File: config.mk
export PLATFORM = sky130hd
export DESIGN_NAME = sjgt_ctrl
export DESIGN_NICKNAME = d
export VERILOG_FILES = /design/src/design/skeleton_joint_global_transform_defines.svh /design/src/design/sjgt_pkg.sv /design/src/design/sjgt_ctrl.sv
export SDC_FILE = /design/constraint.sdc
export NUM_CORES = 1
export LEC_CHECK = 0
export BUFFER_PORTS_ARGS = -buffer_cell sky130_fd_sc_hd__buf_4
export CAP_MARGIN = 0
export CORE_ASPECT_RATIO = 1.5
export CORE_UTILIZATION = 35
export DETAILED_ROUTE_END_ITERATION = 10
export PLACE_DENSITY = 0.7
export SYNTH_ARGS = -nofsm -noshare
export SYNTH_HDL_FRONTEND = slang
export SYNTH_SLANG_ARGS = --single-unit
File: constraint.sdc
create_clock -name clk -period 1.65 [get_ports clk]
set_input_delay 0.165 -clock clk [delete_from_list [all_inputs] [get_ports clk]]
set_output_delay 0.165 -clock clk [all_outputs]
set_load 0.02 [all_outputs]
File: src/design/skeleton_joint_global_transform_defines.svh
// assertion macros for the skeleton joint global transform
// used by the top level only, no other dependencies
`ifndef SKELETON_JOINT_GLOBAL_TRANSFORM_DEFINES_SVH
`define SKELETON_JOINT_GLOBAL_TRANSFORM_DEFINES_SVH

// same-cycle implication, held off during reset
`define SJGT_ASSERT_NOW(label, ante, cons) \
  label: assert property (@(posedge clk) disable iff (!rst_n) (ante) |-> (cons)) \
    else $error("sjgt check failed");

// next-cycle implication, held off during reset
`define SJGT_ASSERT_NEXT(label, ante, cons) \
  label: assert property (@(posedge clk) disable iff (!rst_n) (ante) |=> (cons)) \
    else $error("sjgt check failed");

`endif

File: src/design/sjgt_pkg.sv
// shared types, constants and rounding helper for the joint transform block
// no dependencies
package sjgt_pkg;

  localparam int MAX_JOINTS_DEF = 256;
  localparam int IN_W  = 152;
  localparam int OUT_W = 240;

  typedef enum logic [2:0] {
    ST_IDLE, ST_FETCH, ST_LOC, ST_MAC, ST_DRAIN, ST_OUT, ST_WRITE
  } sjgt_state_t;

  typedef struct packed {
    logic       load;
    logic       fetch_en;
    logic [3:0] idx;
    logic       loc_en;
    logic       mac_en;
    logic [1:0] mi;
    logic [1:0] mj;
    logic [1:0] mk;
    logic       out_load;
    logic       wr_en;
  } sjgt_cmd_t;

  // shift right 15 rounding half up, saturate to q1.15
  function automatic logic signed [15:0] q15_sat(input logic signed [43:0] v);
    logic signed [43:0] t;
    logic signed [28:0] s;
    t = v + 44'sd16384;
    s = t[43:15];
    if (s > 29'sd32767) return 16'sd32767;
    if (s < -29'sd32768) return -16'sd32768;
    return s[15:0];
  endfunction

endpackage

File: src/design/sjgt_ctrl.sv
// controller: sequences fetch, local rotation, mac, output and store write
// depends on sjgt_pkg
module sjgt_ctrl (
  input  logic                clk,
  input  logic                rst_n,
  input  logic                in_tvalid,
  output logic                in_tready,
  output logic                out_tvalid,
  input  logic                out_tready,
  output sjgt_pkg::sjgt_cmd_t cmd
);
  import sjgt_pkg::*;

  sjgt_state_t state_r, state_nxt;
  logic [3:0]  cnt_r, cnt_nxt;
  logic [1:0]  mi_r, mi_nxt, mj_r, mj_nxt, mk_r, mk_nxt;
  logic        out_vld_r, out_vld_nxt;

  always_ff @(posedge clk) begin
    if (!rst_n) begin
      state_r   <= ST_IDLE;
      cnt_r     <= 4'd0;
      mi_r      <= 2'd0;
      mj_r      <= 2'd0;
      mk_r      <= 2'd0;
      out_vld_r <= 1'b0;
    end else begin
      state_r   <= state_nxt;
      cnt_r     <= cnt_nxt;
      mi_r      <= mi_nxt;
      mj_r      <= mj_nxt;
      mk_r      <= mk_nxt;
      out_vld_r <= out_vld_nxt;
    end
  end

  always_comb begin
    state_nxt = state_r;
    cnt_nxt   = cnt_r;
    mi_nxt    = mi_r;
    mj_nxt    = mj_r;
    mk_nxt    = mk_r;
    in_tready = 1'b0;
    cmd       = '0;
    cmd.idx   = cnt_r;
    cmd.mi    = mi_r;
    cmd.mj    = mj_r;
    cmd.mk    = mk_r;
    unique case (state_r)
      ST_IDLE: begin
        in_tready = 1'b1;
        if (in_tvalid) begin
          cmd.load  = 1'b1;
          cnt_nxt   = 4'd0;
          state_nxt = ST_FETCH;
        end
      end
      ST_FETCH: begin
        cmd.fetch_en = 1'b1;
        cnt_nxt = cnt_r + 4'd1;
        if (cnt_r == 4'd8) state_nxt = ST_LOC;
      end
      ST_LOC: begin
        cmd.loc_en = 1'b1;
        mi_nxt = 2'd0;
        mj_nxt = 2'd0;
        mk_nxt = 2'd0;
        state_nxt = ST_MAC;
      end
      ST_MAC: begin
        cmd.mac_en = 1'b1;
        mk_nxt = mk_r + 2'd1;
        if (mk_r == 2'd2) begin
          mk_nxt = 2'd0;
          mj_nxt = mj_r + 2'd1;
          if (mj_r == 2'd3) mi_nxt = mi_r + 2'd1;
          if (mj_r == 2'd3 && mi_r == 2'd2) begin
            cnt_nxt   = 4'd0;
            state_nxt = ST_DRAIN;
          end
        end
      end
      ST_DRAIN: begin
        cnt_nxt = cnt_r + 4'd1;
        if (cnt_r == 4'd1) state_nxt = ST_OUT;
      end
      ST_OUT: begin
        if (!out_vld_r || out_tready) begin
          cmd.out_load = 1'b1;
          cnt_nxt   = 4'd0;
          state_nxt = ST_WRITE;
        end
      end
      ST_WRITE: begin
        cmd.wr_en = 1'b1;
        cnt_nxt = cnt_r + 4'd1;
        if (cnt_r == 4'd8) state_nxt = ST_IDLE;
      end
      default: state_nxt = ST_IDLE;
    endcase
  end

  // result beat slot, refilled only once the previous beat has gone
  always_comb begin
    if (cmd.out_load) out_vld_nxt = 1'b1;
    else if (out_tready) out_vld_nxt = 1'b0;
    else out_vld_nxt = out_vld_r;
  end

  assign out_tvalid = out_vld_r;

endmodule

; Word-level counts from Yosys, hierarchy flattened
; Cells that the tools add are included.
[op_classes]
add_sub_neg = 4
multipliers = 0
div_mod_pow = 0
order_cmp = 0
eq_ne = 19
n_shift = 0
muxes = 31
bitwise = 0
reduce_logical = 12
[ops]
columns = cell, count
row1 = $mux 3, 7
row2 = $pmux 3 s7, 1
row3 = $mux 4, 4
row4 = $ne 2x2->1 const B, 8
row5 = $pmux 4 s4, 1
row6 = $pmux 2 s2, 3
row7 = $mux 1, 11
row8 = $eq 3x3->1 const B, 3
row9 = $mux 2, 4
row10 = $reduce_and 7->1, 1
row11 = $add 2x1->2 const B, 3
row12 = $eq 2x2->1 const B, 3
row13 = $eq 3x2->1 const B, 2
row14 = $reduce_and 5->1, 1
row15 = $add 4x1->4 const B, 1
row16 = $eq 4x1->1 const B, 1
row17 = $eq 4x4->1 const B, 1
row18 = $reduce_bool 2->1, 2
row19 = $reduce_bool 4->1, 1
row20 = $eq 3x1->1 const B, 1
row21 = $logic_not 3->1, 1
row22 = $reduce_and 3->1, 1
row23 = $reduce_or 3->1, 1
row24 = $reduce_and 2->1, 1
row25 = other kinds (3), 3
[word_totals]
reg_bits = 14
latchBits = 0
ram_bits = 0
mem_bits_ro = 0
inputBits = 4
out_inout_bits = 18
wordCells = 72
mem_count = 0

; Longest topological paths before layout
[depth]
word_depth = 5
depth_mapped = 7
ltp_nobuf = 6

; Worst setup path after synthesis
; Ideal clock, no wire load.
[synth_path]
kind = reg-to-reg
startpoint = reg cnt_r[0]
endpoint = reg state_r[1]
setup_ps = 72
arrival_time_ps = 1668
required_ps = 1578
setup_slack_ps = -90
stages_incl_launch_ff = 6
path_buffers = 0
synth_period_minus_slack_ps = 1740
path_cell_list = dfxtp_1 > ha_1 > or3b_1 > a211oi_2 > o221a_4 > mux2i_1
[synth_between]
elab_chain_cells = 3
elab_cells_between_ends = 6
cone_classes = 5 x eq/ne / 1 x reduce/logical
[synth_lines]
columns = element, line
row1 = from (decl), sjgt_ctrl.sv:15  ; logic [3:0] cnt_r, cnt_nxt;
row2 = from (signal assigned), sjgt_ctrl.sv:29  ; cnt_r <= cnt_nxt;
row3 = $eq 4x1->1 or $eq 4x4->1 (tied branches), "sjgt_ctrl.sv:85, sjgt_ctrl.sv:61, sjgt_ctrl.sv:97"
row4 = $ne 2x2->1 (no source line), --
row5 = $reduce_and 7->1 (no source line) (*), --
row6 = to (signal assigned), sjgt_ctrl.sv:28  ; state_r <= state_nxt;
row7 = to (decl), sjgt_ctrl.sv:14  ; sjgt_state_t state_r, state_nxt;
; Mark *: on every way between the ends. The rest lies on a longest branch, timed or not.
; A chain may end at the register's enable or synchronous reset.

; Final worst setup path
[layout_path]
startpoint = reg cnt_r[1]
endpoint = reg state_r[1]
; Same word-level chain as after synthesis.

==> flow_summary.json <==
{
  "p_comb_frac": 0.557,
  "overflow": 0,
  "dp_cells": 152,
  "ff2ff_path_depth": 6,
  "setup_slack_ns": 0.0871,
  "fp.dieW_um": 43.6,
  "drc": 0,
  "place_congestion": 0.819,
  "p_int_uw": 906,
  "worstPathArrival_ns": 1.77,
  "grt_max_degree": 14,
  "hp-class": "input pin to flop",
  "dieArea_um2": 2810,
  "wl_um": 2050,
  "cp_num_cells": 6,
  "yosys-top-cells-area": "dfxtp_1 (31%), ha_1 (6.9%), nand2_1 (4.1%)",
  "setup.worst_path.start": "cnt_r[1]$_SDFFE_PN0P_",
  "max_stage_delay_ns": 0.36,
  "switching_share": 0.422,
  "insertion_delay_ns": 0.28,
  "yosysSeqAreaShare": 0.309,
  "cp_top_family": "compound AO/OA/AOI/OAI gates",
  "routed_via_density": 5.55,
  "tightest_slew_ns": 0.415,
  "finalWorstPathRequiredPeriod_ns": 1.56,
  "seqPwrFrac": 0.318,
  "drt-wirelength-per-cell_um": 13.3,
  "synthCells": 105,
  "r2r_setup_slack_ns": 0.09,
  "slew_violations": 0,
  "powerDensity_nw_per_um2": 1370,
  "ant_nets": 0,
  "antenna_found_initial": 0,
  "nFillCells": 237,
  "fin_worst_skew_ns": 0.00391,
  "cp_num_buf_inv": 1,
  "hold_violations": 0,
  "avgSynthCellArea_um2": 8.65,
  "start_util": 0.371,
  "p_clk_frac": 0.124,
  "portBuffers": 21,
  "cp_data_required_time_ns": 1.86,
  "mappedNetlistNets": 114,
  "p_leak_uw": 0.000497,
  "grt_first_pass_wirelength_um": 3390,
  "synth_top_area_cell": "dfxtp_1",
  "multi_input_area_um2": 551,
  "first_global_vias": 816,
  "layout_common_cells": "buf_4 (30), nand2_1 (10), dfxtp_1 (9)",
  "syn_to_final_growth_pct": 25.6,
  "layout-drive-gt1-share": 0.382,
  "pre_cts_slack_ns": 0.0644,
  "setup_viol": 0,
  "maxCapViolations": 0,
  "fp.dieH_um": 64.4,
  "path_max_fanout": 3,
  "switchingPower_uw": 661,
  "rows": 22,
  "antenna_cells": 0,
  "instances_no_fill": 155,
  "grtUsageTotal": 0.162,
  "max-clock-path-buffers": 2,
  "final_area_um2": 1140,
  "fin_crit_sh": 0.947,
  "r2r-start": "cnt_r[1]$_SDFFE_PN0P_",
  "synth-seq-cells": 14,
  "critPathLaunchType": "flop",
  "h-tree-depth": 1,
  "place_hpwl_um": 1560,
  "num-nets-final": 142,
  "rsz0062_at_grt": "yes",
  "drtIter0Drc": 21,
  "synth_top_area_share": 0.309,
  "worstPathCellList": "inv_2 > ha_1 > or3b_1 > a211oi_2 > o221a_4 > mux2i_1",
  "outcome": "finished clean",
  "firstDrtPassIters": 4,
  "r2r_end": "state_r[1]$_SDFFE_PN0P_",
  "cts_tree": "built",
  "cts_sinks": 14,
  "syn_area_um2": 908,
  "endpoint": "state_r[1]$_SDFFE_PN0P_",
  "path_class": "flop to flop",
  "clockRootBuffer": "clkbuf_4",
  "placed_area_um2": 1110,
  "synth_warnings": 0,
  "clk_pin_slew_ns": 0.08,
  "dr_total_vias": 860,
  "numCtsBuffers": 3,
  "synth_cell_types": 42,
  "layout_commonest_cell": "buf_4",
  "hold_buffers": 0,
  "core_area_um2": 2450,
  "seq_area_um2": 287,
  "cts_setup_buffers": 0,
  "endpoint_kind": "flop",
  "slew_headroom": 0.723,
  "cp_slowest_cell": "or3b_1",
  "max_freq_ghz": 0.640,
  "io_pins": 22,
  "peakVddDrop_uv": 846
}
[final cells by class]
cell class	count	share of cell area
clock buffer	3	0.0197
timing repair buffer	30	0.197
inverter	7	0.0230
sequential	14	0.251
tap	24	0.0263
multi-input combinational	77	0.482
[layer usage]
metal	part of all wire	routed length, µm	track usage
met4	0.021	43	0.0938
met5	0	0	0
met1	0.40	823	0.162
met2	0.53	1100	0.299
met3	0.043	89	0.0254
[sequential cells by signal, summed over array words and instances, names as in the netlist]
name        count
cnt_r           4
mi_r            2
mj_r            2
mk_r            2
out_tvalid      1
state_r         3
[how the worst min path moves through the flow]
stage               startpoint                      end  slack (ns)  cells after the start
global route             rst_n  state_r[2]$_SDFFE_PN0P_        0.16                      2
finish                   rst_n  state_r[2]$_SDFFE_PN0P_        0.16                      2
global placement         rst_n  state_r[1]$_SDFFE_PN0P_        0.46                      3
CTS                      rst_n  state_r[0]$_SDFFE_PN0P_        0.16                      3
detailed placement       rst_n  state_r[2]$_SDFFE_PN0P_        0.46                      2
floorplan                rst_n  state_r[1]$_SDFFE_PN0P_        0.31                      2
[through the flow]
step                      power [µW]  setup TNS (ns)  hold WS, ns  utilization
after floorplan                 1070               0        0.311            -
after CTS                       1570               0        0.159        0.465
final                           1570               0        0.163        0.466
after global routing            1680       -0.000152        0.160        0.466
after detailed placement        1370               0        0.459        0.455
after global placement          1340               0        0.456        0.455
[what timing repair did]
item,in CTS,in global routing
endpoints found under the setup margin,1,6
pin swaps,0,2
resized for setup,2,4
[cell usage after synthesis, drive strengths merged]
cell / number
and3: 1
inv: 7
clkbuf: 1
nor3: 4
buf: 6
nor2: 8
or2: 2
a21oi: 5
a211oi: 3
and3b: 1
and2: 3
and2b: 1
nand3: 1
a22o: 1
and4b: 2
a32o: 1
dfxtp: 14
a22oi: 3
or3b: 1
a311oi: 2
and4bb: 1
or3: 1
a32oi: 1
mux2: 1
o221a: 1
ha: 5
nor2b: 2
nand2: 10
o22ai: 1
o21ai: 4
mux2i: 2
a41oi: 1
nand3b: 2
nand2b: 4
nor3b: 2
[worst reg2reg max path, stage by stage (launching register included)]
cell and delay [ns]:
dfxtp_2 0.33, inv_2 0.05, ha_1 0.12, or3b_1 0.36, a211oi_2 0.21, o221a_4 0.25, mux2i_1 0.18
[cell families (layout without fill, tap and decap cells)]
kind of cell,count (synthesis),after routing,synth area share
flops,14,14,0.309
compound gates,23,23,0.193
fa+ha+maj,5,5,0.0689
mux,3,3,0.0344
buf+inv,14,40,0.0854
simple gates,46,46,0.310
[power groups by stage]
stage / Combinational, µW / Clock (µW) / Sequential [µW]
2_1_floorplan: 602 / 0 / 472
3_3_place_gp: 850 / 0 / 493
3_5_place_dp: 870 / 0 / 498
4_1_cts: 874 / 198 / 496
5_1_grt: 948 / 215 / 515
6_report: 873 / 195 / 499
No activity file was read; power rests on OpenSTA's default activity.
